===== src/rtl/dsbd_pkg.sv =====
// Shared constants, types and the exp(-x) step table for the detection score and box decode.
// No dependencies; every other file of the block imports this package.
package dsbd_pkg;

    // Field widths.
    localparam int LOGIT_W   = 16;
    localparam int PHR_W     = 7;
    localparam int BOX_W     = 16;
    localparam int SIZE_W    = 14;
    localparam int COORD_W   = 18;
    localparam int PROB_W    = 16;
    localparam int CFG_IDX_W = 2;
    localparam int CFG_DATA_W = 16;

    // Phrase numbers at or above this count lie outside every span.
    localparam int MAX_PHRASES = 128;

    // Queue between the front and the back.
    localparam int QUEUE_DEPTH = 4;
    localparam int QPTR_W      = $clog2(QUEUE_DEPTH);
    localparam int QCNT_W      = $clog2(QUEUE_DEPTH + 1);

    // Sigmoid datapath: one stage per magnitude bit, one per quotient bit.
    localparam int EXP_STEPS  = 12;
    localparam int DIV_STEPS  = 17;
    localparam int MAG_W      = LOGIT_W + 1;
    localparam int E_W        = 25;                 // exp(-a) in Q0.24, up to 1.0
    localparam int C_W        = 24;                 // step constants in Q0.24
    localparam int D_W        = E_W + 1;            // 1.0 + exp(-a)
    localparam int R_W        = E_W;                // remainder stays below the divisor
    localparam int NUM_W      = R_W - 1 + DIV_STEPS; // dividend width
    localparam int NUM_STAGES = 1 + EXP_STEPS + 1 + DIV_STEPS;

    localparam logic [MAG_W-1:0] LOGIT_SPAN = MAG_W'(1) << LOGIT_W;
    localparam logic [MAG_W-1:0] EXP_LIMIT  = MAG_W'(1) << EXP_STEPS;
    localparam logic [E_W-1:0]   E_ONE      = E_W'(1) << C_W;
    localparam logic [NUM_W-1:0] NUM_ONE    = NUM_W'(1) << (NUM_W - 1);
    localparam logic [PROB_W-1:0] PROB_MAX  = '1;

    // Box scaling: Q0.16 times pixels times 16, with the doubled center.
    localparam int BOX_SHIFT = 13;
    localparam logic [SIZE_W-1:0] SIZE_MAX = SIZE_W'(8192);
    localparam logic [SIZE_W-1:0] SIZE_MIN = SIZE_W'(1);

    typedef enum logic [CFG_IDX_W-1:0] {
        CFG_IMAGE_WIDTH     = 2'd0,
        CFG_IMAGE_HEIGHT    = 2'd1,
        CFG_SCORE_THRESHOLD = 2'd2
    } dsbd_cfg_idx_t;

    typedef struct packed {
        logic [SIZE_W-1:0] width;      // already clamped to 1..8192
        logic [SIZE_W-1:0] height;
        logic [PROB_W-1:0] threshold;
    } dsbd_cfg_t;

    // One classified token as it sits in the queue.
    typedef struct packed {
        logic                 neg;
        logic                 zero_e;   // magnitude of 16.0 or more: exp term is zero
        logic [EXP_STEPS-1:0] abits;
        logic                 span;
        logic [PHR_W-1:0]     phr;
        logic                 last;
        logic [BOX_W-1:0]     cx;
        logic [BOX_W-1:0]     cy;
        logic [BOX_W-1:0]     bw;
        logic [BOX_W-1:0]     bh;
    } dsbd_entry_t;

    // Sideband that travels with a token through the sigmoid pipeline.
    typedef struct packed {
        logic                 neg;
        logic [EXP_STEPS-1:0] abits;
        logic                 span;
        logic [PHR_W-1:0]     phr;
        logic                 last;
        logic [COORD_W-1:0]   left;
        logic [COORD_W-1:0]   top;
        logic [COORD_W-1:0]   right;
        logic [COORD_W-1:0]   bottom;
    } dsbd_side_t;

    // exp(-2^(k-8)) in Q0.24 for magnitude bit k.
    function automatic logic [C_W-1:0] exp_const(input logic [3:0] k);
        logic [C_W-1:0] c;
        case (k)
            4'd0:    c = 24'd16711808;
            4'd1:    c = 24'd16646654;
            4'd2:    c = 24'd16517109;
            4'd3:    c = 24'd16261035;
            4'd4:    c = 24'd15760736;
            4'd5:    c = 24'd14805840;
            4'd6:    c = 24'd13066109;
            4'd7:    c = 24'd10175896;
            4'd8:    c = 24'd6171993;
            4'd9:    c = 24'd2270549;
            4'd10:   c = 24'd307286;
            4'd11:   c = 24'd5628;
            default: c = '0;
        endcase
        return c;
    endfunction

endpackage


===== src/rtl/dsbd_queue.sv =====
// Short token queue that decouples the front from the back of the decode.
// Depends on dsbd_pkg for the entry type and depth.
module dsbd_queue
    import dsbd_pkg::*;
(
    input  logic        aclk,
    input  logic        aresetn,
    input  logic        push,
    input  dsbd_entry_t push_entry,
    output logic        full,
    input  logic        pop,
    output logic        empty,
    output dsbd_entry_t head
);

    dsbd_entry_t       mem [QUEUE_DEPTH];
    logic [QPTR_W-1:0] wr_ptr_reg, wr_ptr_next;
    logic [QPTR_W-1:0] rd_ptr_reg, rd_ptr_next;
    logic [QCNT_W-1:0] count_reg, count_next;

    assign full  = (count_reg == QCNT_W'(QUEUE_DEPTH));
    assign empty = (count_reg == '0);
    assign head  = mem[rd_ptr_reg];

    always_comb begin
        wr_ptr_next = wr_ptr_reg;
        rd_ptr_next = rd_ptr_reg;
        count_next  = count_reg;
        if (push) begin
            wr_ptr_next = (wr_ptr_reg == QPTR_W'(QUEUE_DEPTH - 1)) ? '0 : wr_ptr_reg + 1'b1;
        end
        if (pop) begin
            rd_ptr_next = (rd_ptr_reg == QPTR_W'(QUEUE_DEPTH - 1)) ? '0 : rd_ptr_reg + 1'b1;
        end
        if (push && !pop) begin
            count_next = count_reg + 1'b1;
        end else if (pop && !push) begin
            count_next = count_reg - 1'b1;
        end
    end

    always_ff @(posedge aclk) begin
        if (!aresetn) begin
            wr_ptr_reg <= '0;
            rd_ptr_reg <= '0;
            count_reg  <= '0;
        end else begin
            wr_ptr_reg <= wr_ptr_next;
            rd_ptr_reg <= rd_ptr_next;
            count_reg  <= count_next;
        end
    end

    always_ff @(posedge aclk) begin
        if (push) begin
            mem[wr_ptr_reg] <= push_entry;
        end
    end

    assert property (@(posedge aclk) disable iff (!aresetn) push |-> !full)
        else $error("queue written while full");
    assert property (@(posedge aclk) disable iff (!aresetn) pop |-> !empty)
        else $error("queue read while empty");

endmodule


===== config.mk =====
export PLATFORM = sky130hd
export DESIGN_NAME = dsbd_queue
export DESIGN_NICKNAME = d
export VERILOG_FILES = /design/src/rtl/dsbd_pkg.sv /design/src/rtl/dsbd_queue.sv
export SDC_FILE = /design/constraint.sdc
export NUM_CORES = 1
export LEC_CHECK = 0
export ABC_AREA = 1
export BUFFER_PORTS_ARGS = -buffer_cell sky130_fd_sc_hd__buf_4
export CAP_MARGIN = 20
export CORE_MARGIN = 1.5
export CORE_UTILIZATION = 40
export DETAILED_ROUTE_END_ITERATION = 6
export PLACE_DENSITY = 0.62
export SLEW_MARGIN = 0
export SYNTH_ARGS = -nofsm -noshare
export SYNTH_HDL_FRONTEND = slang
export SYNTH_SLANG_ARGS = --single-unit

===== constraint.sdc =====
create_clock -name aclk -period 3.06 [get_ports aclk]
set_input_delay 0.153 -clock aclk [delete_from_list [all_inputs] [get_ports aclk]]
set_output_delay 0.153 -clock aclk [all_outputs]
set_load 0.02 [all_outputs]

==> results.json <==
{
  "crit_path_end": "head[83]",
  "antenna_found_initial": 2,
  "vias": 8254,
  "core_sq_um": 32700,
  "tns_ns": 0,
  "die_w_microns": 186,
  "reg2regPathDepth": 4,
  "worst_slack_ns": 0.621,
  "start_util": 0.409,
  "cts.sinks": 357,
  "p_sw_frac": 0.234,
  "slew_headroom": 0.476,
  "yosys_warnings": 0,
  "wl_per_cell_microns": 17.6,
  "hp-class": "in2reg",
  "first_pass_iters": 5,
  "cts-htree-levels": 2,
  "final_nets": 1266,
  "place_ws_ns": 1.16,
  "ff2ff_setup_slack_ns": 1.35,
  "final_antenna_net_count": 0,
  "crit_type": "reg2out",
  "clock_skew_ns": 0.0129,
  "place_congestion": 0.714,
  "row_count": 66,
  "fin_area_sq_um": 17200,
  "die_area_sq_um": 34500,
  "cp.arrival_ns": 2.29,
  "required_ns": 2.91,
  "dpl_cell_area_sq_um": 15100,
  "worstPathMaxFanout": 174,
  "fp.dieH_microns": 186,
  "cts_tree": "done",
  "gr-total-overflow": 0,
  "holdWs_ns": 0.384,
  "synth_area_sq_um": 13400,
  "drv_slew": 0,
  "reg2reg_to": "mem[3][38]$_DFFE_PP_",
  "vias_per_cell": 5.03,
  "grt_use_total": 0.166,
  "largest_register_ffs": 348,
  "leakage_nw": 6.06,
  "yosysSeqAreaShare": 0.795,
  "endpoint_kind": "output pin",
  "ctsHoldBuffers": 90,
  "maxCapViolCount": 0,
  "total_power_w": 0.0114,
  "switchingPower_w": 0.00266,
  "fin_crit_sh": 0.797,
  "comb_power_share": 0.124,
  "io_pins": 180,
  "io_buffers": 179,
  "cts_resized": 0,
  "grt_pass1_vias": 8206,
  "wirelength_microns": 28900,
  "rsz0062_at_grt": "false",
  "dp.final_hpwl_microns": 15400,
  "timing.rr.start": "wr_ptr_reg[0]$_SDFFE_PN0P_",
  "synth_cells": 900,
  "grt_pass1_wl_microns": 44100,
  "drt_iter0_drc": 518,
  "cts.clk_slew.worst_paths_ns": 0.06,
  "cts_max_path_buffers": 3,
  "p_seq_frac": 0.497,
  "worst_pin_slew_ns": 0.786,
  "internal_power_w": 0.00870,
  "avgSynthCellArea_sq_um": 14.9,
  "cts_setup_buffers": 0,
  "drc": 0,
  "syn_nets": 998,
  "ir_worst_vdd_v": 0.000456,
  "finalHoldViolCount": 0,
  "ys_seq_elements": 357,
  "run_status": "finished clean",
  "clkPwrFrac": 0.379,
  "root_buffer": "clkbuf_16",
  "ys_types": 22,
  "finalSetupViolCount": 0,
  "min_period_ns": 2.44,
  "clock_latency_ns": 0.51,
  "cts_buffers": 38,
  "drive_above_1_share": 0.211,
  "synthToLayoutAreaGrowth_pct": 28.8,
  "fmax_mhz": 410,
  "grt_max_degree": 175,
  "powerDensity_nw_per_um2": 660,
  "critPathLaunchType": "flop"
}
## per-layer routing
layer / routed length (microns) / global-route usage / vias to the layer above
met5: 12 / 0 / -
met4: 547 / 0.0500 / 2
met3: 1980 / 0.0391 / 44
met2: 13900 / 0.276 / 257
met1: 12400 / 0.217 / 4012
li1: - / - / 3939
## cells by family (layout without fill, tap and decap cells)
logic type,count (synthesis),in the layout,synth area share
buffers and inverters,72,369,0.0330
other,0,1,0
AOI/OAI and AO/OA,267,267,0.108
DFF,357,357,0.795
and+or+nand+nor,196,196,0.0557
xor gates and xnor gates,1,1,0.000655
adders and majority gates,7,7,0.00711
## power by group through the flow
stage | clock network, W | registers [W] | logic, W
after CTS | 0.00441 | 0.00565 | 0.00143
after floorplan | 0 | 0.00575 | 0.000742
after global routing | 0.00459 | 0.00566 | 0.00153
after detailed placement | 0 | 0.00575 | 0.00133
final | 0.00430 | 0.00565 | 0.00141
after global placement | 0 | 0.00574 | 0.00131
## cells in the final DEF, fill, tap and decap left out, drive strengths merged
cell and instances:
diode 1, clkinv 12, edfxtp 348, o22ai 87, clkbuf 54, clkinvlp 1
dlygate4sd3 90, inv 17, o21ai 177, bufinv 1, buf 194, nand4 1
nor3 4, fa 1, dfxtp 9, xor2 1, nand2 8, nand3 1
ha 6, a21oi 3, nor2 182
## synthesized netlist by cell type
master,n,area share
buf_6,13,0.011
nor2_1,182,0.051
nand4_1,1,0.00047
fa_1,1,0.0015
o21ai_1,82,0.031
a21oi_1,3,0.0011
inv_4,1,0.00047
clkbuf_1,14,0.0039
o22ai_1,87,0.041
nor3_1,4,0.0015
nand2_1,8,0.0022
buf_4,14,0.0079
ha_1,6,0.0056
buf_2,9,0.0034
o21ai_0,95,0.036
clkbuf_2,6,0.0022
inv_1,14,0.0039
xor2_1,1,0.00066
inv_2,1,0.00028
nand3_1,1,0.00037
dfxtp_1,9,0.013
edfxtp_1,348,0.78
## critical path: stages, from the launching register on
cell     delay [ns]
dfxtp_4        0.38
buf_12         0.51
o21ai_0        0.23
o22ai_1        0.33
buf_4          0.21
## stage by stage
stage | cells | util
floorplan | 900 | -
finish | 1640 | 0.526
global placement | 1480 | 0.463
global route | 1640 | 0.526
CTS | 1639 | 0.526
detailed placement | 1480 | 0.463
## how the worst min path moves through the flow
stage	slack (ns)	depth (start not counted)	endpoint	from
floorplan	0.25	0	mem[0][0]$_DFFE_PP_	push_entry[0]
global placement	0.35	1	mem[2][52]$_DFFE_PP_	push_entry[52]
detailed placement	0.36	1	mem[2][44]$_DFFE_PP_	push_entry[44]
CTS	0.36	2	mem[1][72]$_DFFE_PP_	push_entry[72]
global route	0.38	2	mem[1][74]$_DFFE_PP_	push_entry[74]
finish	0.38	2	mem[0][73]$_DFFE_PP_	push_entry[73]
## final cells by class
class | instances | area, sq um
fillers | 2776 | 15500
flip-flops and latches | 357 | 10600
repair buffers | 284 | 2470
multi-input cells | 471 | 2290
clock buffers | 54 | 1080
well taps | 442 | 553
clock inverters | 15 | 97.6
inverters | 16 | 75.1
diodes | 1 | 2.50
(Power assumes the default switching activity.)
