$ cat config.mk
export PLATFORM = sky130hd
export DESIGN_NAME = dsbd_front
export DESIGN_NICKNAME = d
export VERILOG_FILES = /design/src/rtl/dsbd_pkg.sv /design/src/rtl/dsbd_front.sv
export SDC_FILE = /design/constraint.sdc
export NUM_CORES = 1
export LEC_CHECK = 0
export ABC_AREA = 1
export ABC_CLOCK_PERIOD_IN_PS = 2300
export BUFFER_PORTS_ARGS = -buffer_cell sky130_fd_sc_hd__clkbuf_2
export CAP_MARGIN = 30
export CORE_ASPECT_RATIO = 1.2
export CORE_MARGIN = 10
export CORE_UTILIZATION = 30
export DETAILED_ROUTE_END_ITERATION = 10
export PLACE_DENSITY = 0.9
export SLEW_MARGIN = 20
export SYNTH_ARGS = -nofsm -noshare
export SYNTH_HDL_FRONTEND = slang
export SYNTH_SLANG_ARGS = --single-unit
export TNS_END_PERCENT = 30
$ cat constraint.sdc
create_clock -name vclk -period 2.3
set_input_delay 0.115 -clock vclk [all_inputs]
set_output_delay 0.115 -clock vclk [all_outputs]
set_load 0.005 [all_outputs]
$ cat src/rtl/dsbd_pkg.sv
// Shared constants, types and the exp(-x) step table for the detection score and box decode.
// No dependencies; every other file of the block imports this package.
package dsbd_pkg;

    // Field widths.
    localparam int LOGIT_W   = 16;
    localparam int PHR_W     = 7;
    localparam int BOX_W     = 16;
    localparam int SIZE_W    = 14;
    localparam int COORD_W   = 18;
    localparam int PROB_W    = 16;
    localparam int CFG_IDX_W = 2;
    localparam int CFG_DATA_W = 16;

    // Phrase numbers at or above this count lie outside every span.
    localparam int MAX_PHRASES = 128;

    // Queue between the front and the back.
    localparam int QUEUE_DEPTH = 4;
    localparam int QPTR_W      = $clog2(QUEUE_DEPTH);
    localparam int QCNT_W      = $clog2(QUEUE_DEPTH + 1);

    // Sigmoid datapath: one stage per magnitude bit, one per quotient bit.
    localparam int EXP_STEPS  = 12;
    localparam int DIV_STEPS  = 17;
    localparam int MAG_W      = LOGIT_W + 1;
    localparam int E_W        = 25;                 // exp(-a) in Q0.24, up to 1.0
    localparam int C_W        = 24;                 // step constants in Q0.24
    localparam int D_W        = E_W + 1;            // 1.0 + exp(-a)
    localparam int R_W        = E_W;                // remainder stays below the divisor
    localparam int NUM_W      = R_W - 1 + DIV_STEPS; // dividend width
    localparam int NUM_STAGES = 1 + EXP_STEPS + 1 + DIV_STEPS;

    localparam logic [MAG_W-1:0] LOGIT_SPAN = MAG_W'(1) << LOGIT_W;
    localparam logic [MAG_W-1:0] EXP_LIMIT  = MAG_W'(1) << EXP_STEPS;
    localparam logic [E_W-1:0]   E_ONE      = E_W'(1) << C_W;
    localparam logic [NUM_W-1:0] NUM_ONE    = NUM_W'(1) << (NUM_W - 1);
    localparam logic [PROB_W-1:0] PROB_MAX  = '1;

    // Box scaling: Q0.16 times pixels times 16, with the doubled center.
    localparam int BOX_SHIFT = 13;
    localparam logic [SIZE_W-1:0] SIZE_MAX = SIZE_W'(8192);
    localparam logic [SIZE_W-1:0] SIZE_MIN = SIZE_W'(1);

    typedef enum logic [CFG_IDX_W-1:0] {
        CFG_IMAGE_WIDTH     = 2'd0,
        CFG_IMAGE_HEIGHT    = 2'd1,
        CFG_SCORE_THRESHOLD = 2'd2
    } dsbd_cfg_idx_t;

    typedef struct packed {
        logic [SIZE_W-1:0] width;      // already clamped to 1..8192
        logic [SIZE_W-1:0] height;
        logic [PROB_W-1:0] threshold;
    } dsbd_cfg_t;

    // One classified token as it sits in the queue.
    typedef struct packed {
        logic                 neg;
        logic                 zero_e;   // magnitude of 16.0 or more: exp term is zero
        logic [EXP_STEPS-1:0] abits;
        logic                 span;
        logic [PHR_W-1:0]     phr;
        logic                 last;
        logic [BOX_W-1:0]     cx;
        logic [BOX_W-1:0]     cy;
        logic [BOX_W-1:0]     bw;
        logic [BOX_W-1:0]     bh;
    } dsbd_entry_t;

    // Sideband that travels with a token through the sigmoid pipeline.
    typedef struct packed {
        logic                 neg;
        logic [EXP_STEPS-1:0] abits;
        logic                 span;
        logic [PHR_W-1:0]     phr;
        logic                 last;
        logic [COORD_W-1:0]   left;
        logic [COORD_W-1:0]   top;
        logic [COORD_W-1:0]   right;
        logic [COORD_W-1:0]   bottom;
    } dsbd_side_t;

    // exp(-2^(k-8)) in Q0.24 for magnitude bit k.
    function automatic logic [C_W-1:0] exp_const(input logic [3:0] k);
        logic [C_W-1:0] c;
        case (k)
            4'd0:    c = 24'd16711808;
            4'd1:    c = 24'd16646654;
            4'd2:    c = 24'd16517109;
            4'd3:    c = 24'd16261035;
            4'd4:    c = 24'd15760736;
            4'd5:    c = 24'd14805840;
            4'd6:    c = 24'd13066109;
            4'd7:    c = 24'd10175896;
            4'd8:    c = 24'd6171993;
            4'd9:    c = 24'd2270549;
            4'd10:   c = 24'd307286;
            4'd11:   c = 24'd5628;
            default: c = '0;
        endcase
        return c;
    endfunction

endpackage

$ cat src/rtl/dsbd_front.sv
// Front of the decode: takes input items and classifies each token for the queue.
// Depends on dsbd_pkg; feeds dsbd_queue.
module dsbd_front
    import dsbd_pkg::*;
(
    input  logic                     s_valid,
    output logic                     s_ready,
    input  logic signed [LOGIT_W-1:0] s_logit,
    input  logic                     s_in_phrase,
    input  logic [PHR_W-1:0]         s_phrase_index,
    input  logic                     s_last_token,
    input  logic [BOX_W-1:0]         s_box_cx,
    input  logic [BOX_W-1:0]         s_box_cy,
    input  logic [BOX_W-1:0]         s_box_w,
    input  logic [BOX_W-1:0]         s_box_h,
    input  logic                     q_full,
    output logic                     q_push,
    output dsbd_entry_t              q_entry
);

    logic [LOGIT_W-1:0] raw;
    logic               neg;
    logic [MAG_W-1:0]   mag;

    assign raw = $unsigned(s_logit);
    assign neg = raw[LOGIT_W-1];
    // Magnitude of the Q8.8 logit; the most negative code gives 128.0.
    assign mag = neg ? (LOGIT_SPAN - MAG_W'(raw)) : MAG_W'(raw);

    assign s_ready = !q_full;
    assign q_push  = s_valid && !q_full;

    always_comb begin
        q_entry.neg    = neg;
        q_entry.zero_e = (mag >= EXP_LIMIT);
        q_entry.abits  = mag[EXP_STEPS-1:0];
        q_entry.span   = s_in_phrase && ((PHR_W + 2)'(s_phrase_index) < (PHR_W + 2)'(MAX_PHRASES));
        q_entry.phr    = s_phrase_index;
        q_entry.last   = s_last_token;
        q_entry.cx     = s_box_cx;
        q_entry.cy     = s_box_cy;
        q_entry.bw     = s_box_w;
        q_entry.bh     = s_box_h;
    end

endmodule

==> summary.json <==
{
  "die_y": {"value": 83.1, "unit": "um"},
  "drt-wirelength-per-cell": {"value": 21.6, "unit": "um"},
  "power.total": {"value": 0.000118, "unit": "W"},
  "clockBufferCount": {"value": 0},
  "leakagePower": {"value": 0.341, "unit": "nW"},
  "final.setup.tns": {"value": 0, "unit": "ns"},
  "yosys_warnings": {"value": 0},
  "cts.repair_timing.setup_buffer_count": {"value": 0},
  "post_cts_hold_buffer_count": {"value": 0},
  "route.antenna.remaining_nets": {"value": 0},
  "timing.critical_path.arrival": {"value": 1.18, "unit": "ns"},
  "filler_cell_count": {"value": 365},
  "report.final.hold_viol_count": {"value": 0},
  "antenna_violations_before_repair": {"value": 0},
  "hp-class": {"value": "input port to output port"},
  "finalWeightedCongestion": {"value": 0.880},
  "cap_violations": {"value": 0},
  "number_of_cells_produced_by_synthesis": {"value": 154},
  "timing.final.crit_period": {"value": 1.29, "unit": "ns"},
  "period_share": {"value": 0.562},
  "grt_pass1_wl": {"value": 4.65, "unit": "mm"},
  "n_antenna_cell": {"value": 0},
  "timing.critical_path.to_type": {"value": "output port"},
  "cp_max_fo": {"value": 5},
  "floorplan.io_pins": {"value": 180},
  "worst-slew-pin-transition": {"value": 0.313, "unit": "ns"},
  "drtIter0Drc": {"value": 43},
  "synth_top_cell_area_share": {"value": 0.574},
  "finish.net_count": {"value": 206},
  "crit_required": {"value": 2.18, "unit": "ns"},
  "drive_gt1_frac": {"value": 0.429},
  "placementRows": {"value": 22},
  "place.detailed.hpwl": {"value": 2.91, "unit": "mm"},
  "worst_slew_margin_rel": {"value": 0.791},
  "dieArea": {"value": 0.00603, "unit": "sq mm"},
  "worst_vdd_ir": {"value": 0.0678, "unit": "mV"},
  "post_cts.resized_instances": {"value": 0},
  "overflow": {"value": 0},
  "global_route.usage.total": {"value": 0.0970},
  "post_synth_net_total": {"value": 246},
  "critical_path.startpoint": {"value": "s_logit[0]"},
  "rsz0062_at_grt": {"value": "false"},
  "die_width": {"value": 72.6, "unit": "um"},
  "start_util": {"value": 0.317},
  "drc": {"value": 0},
  "routed-via-count": {"value": 718},
  "crit_end": {"value": "q_entry[85]"},
  "grt_max_degree": {"value": 15},
  "drt_pre_antenna_iters": {"value": 4},
  "syn_avg_cell_area": {"value": 6.46, "unit": "sq um"},
  "port-buffer-count": {"value": 34},
  "core-area": {"value": 0.00314, "unit": "sq mm"},
  "setup.worst_path.start_class": {"value": "input port"},
  "drv_slew": {"value": 0},
  "power.density": {"value": 185, "unit": "mW/mm^2"},
  "achievable-frequency": {"value": 773, "unit": "MHz"},
  "sequential_fraction_of_the_synthesis_area": {"value": 0},
  "result_of_the_run": {"value": "completed"},
  "sequential_cell_count": {"value": 0},
  "yosys.cell_types.count": {"value": 22},
  "synth.cell_area": {"value": 995, "unit": "sq um"},
  "via_density_per_instance": {"value": 4.85},
  "synthToLayoutAreaGrowth": {"value": -35.7, "unit": "%"},
  "post_synth_main_area_contributors": {"value": "sky130_fd_sc_hd__buf_4 (57%), sky130_fd_sc_hd__nand2_1 (6.8%), sky130_fd_sc_hd__xor2_1 (5.3%)"},
  "register_area": {"value": 0, "unit": "sq um"},
  "crit_path_class": {"value": "input port to output port"},
  "setup-violations-final": {"value": 0},
  "routed_wirelength": {"value": 3.20, "unit": "mm"},
  "synth_largest_area_cell": {"value": "sky130_fd_sc_hd__buf_4"},
  "vias_in_the_first_global_route": {"value": 762}
}
-- Yosys cell counts (all sizes together) --
library cell	instances
nor3	2
o21ai	5
xnor2	4
a21oi	2
nand2	19
xor2	6
nand4	2
a21boi	1
nand3	8
nor2	14
nand3b	1
buf	76
inv	13
ha	1
-- report_power, final --
part / switching [W] / internal, W
combinational: 0.0000661 / 0.0000520
clock: 0 / 0
sequential: 0 / 0
-- final cells by class --
class / count / area (sq um) / area share
Inverter: 13 / 48.8 / 0.0763
Timing Repair Buffer: 34 / 170 / 0.266
Multi-Input combinational cell: 65 / 375 / 0.587
Tap cell: 36 / 45.0 / 0.0705
-- stage by stage --
step                instance area [sq um]  instances   util  worst slack (ns)  hold slack (ns)
finish                                639        148  0.204              1.01            0.230
global placement                      639        148  0.204              1.04            0.230
floorplan                             995        154      -              1.31            0.257
detailed placement                    639        148  0.204             0.984            0.230
global route                          639        148  0.204             0.868            0.230
CTS                                   639        148  0.204             0.977            0.230
-- per-layer routing --
| metal | share of wire | vias up | wire length (um) | global-route usage |
|---|---|---|---|---|
| met1 | 0.19 | 296 | 620 | 0.0507 |
| met5 | 0 | - | 0 | 0 |
| li1 | - | 315 | - | - |
| met4 | 0.097 | 0 | 310 | 0.0897 |
| met2 | 0.46 | 57 | 1460 | 0.161 |
| met3 | 0.25 | 50 | 805 | 0.0988 |
-- critical path: stages --
cell                       delay, ns
sky130_fd_sc_hd__clkbuf_2       0.09
sky130_fd_sc_hd__inv_1          0.08
sky130_fd_sc_hd__ha_1           0.21
sky130_fd_sc_hd__nand3_2        0.12
sky130_fd_sc_hd__nand2_2        0.13
sky130_fd_sc_hd__nand3_1        0.08
sky130_fd_sc_hd__nand2_1        0.07
sky130_fd_sc_hd__nand2_1        0.04
sky130_fd_sc_hd__nand4_1        0.10
sky130_fd_sc_hd__clkbuf_2       0.13
-- worst min-delay path by stage --
stage	start	endpoint	slack, ns	cells past startpoint
finish	s_box_w[13]	q_entry[29]	0.23	0
global route	s_box_cx[6]	q_entry[54]	0.23	0
CTS	s_box_w[4]	q_entry[20]	0.23	0
detailed placement	s_box_w[4]	q_entry[20]	0.23	0
global placement	s_box_w[4]	q_entry[20]	0.23	0
floorplan	q_full	s_ready	0.26	1
-- layout by cell type, fill, tap and decap left out --
master | Yosys | final
sky130_fd_sc_hd__a21boi_2 | 1 | 1
sky130_fd_sc_hd__a21oi_1 | 2 | 2
sky130_fd_sc_hd__clkbuf_2 | 0 | 34
sky130_fd_sc_hd__ha_1 | 1 | 1
sky130_fd_sc_hd__inv_1 | 9 | 9
sky130_fd_sc_hd__inv_2 | 4 | 4
sky130_fd_sc_hd__nand2_1 | 18 | 18
sky130_fd_sc_hd__nand2_2 | 1 | 1
sky130_fd_sc_hd__nand3_1 | 7 | 7
sky130_fd_sc_hd__nand3_2 | 1 | 1
sky130_fd_sc_hd__nand3b_1 | 1 | 1
sky130_fd_sc_hd__nand4_1 | 2 | 2
sky130_fd_sc_hd__nor2_1 | 10 | 10
sky130_fd_sc_hd__nor2_2 | 3 | 3
sky130_fd_sc_hd__nor2_4 | 1 | 1
sky130_fd_sc_hd__nor3_1 | 1 | 1
sky130_fd_sc_hd__nor3_2 | 1 | 1
sky130_fd_sc_hd__o21ai_0 | 1 | 1
sky130_fd_sc_hd__o21ai_1 | 2 | 2
sky130_fd_sc_hd__o21ai_2 | 2 | 2
sky130_fd_sc_hd__xnor2_1 | 4 | 4
sky130_fd_sc_hd__xor2_1 | 6 | 6
-- cells by family (layout without fill, tap and decap cells) --
| logic type | after synthesis | after routing | synth area share |
|---|---|---|---|
| buf+inv | 89 | 47 | 0.623 |
| simple gates | 46 | 46 | 0.223 |
| xor+xnor | 10 | 10 | 0.0880 |
| compound gates | 8 | 8 | 0.0541 |
| fa+ha+maj | 1 | 1 | 0.0126 |
Power figures use the tool's default switching activity.
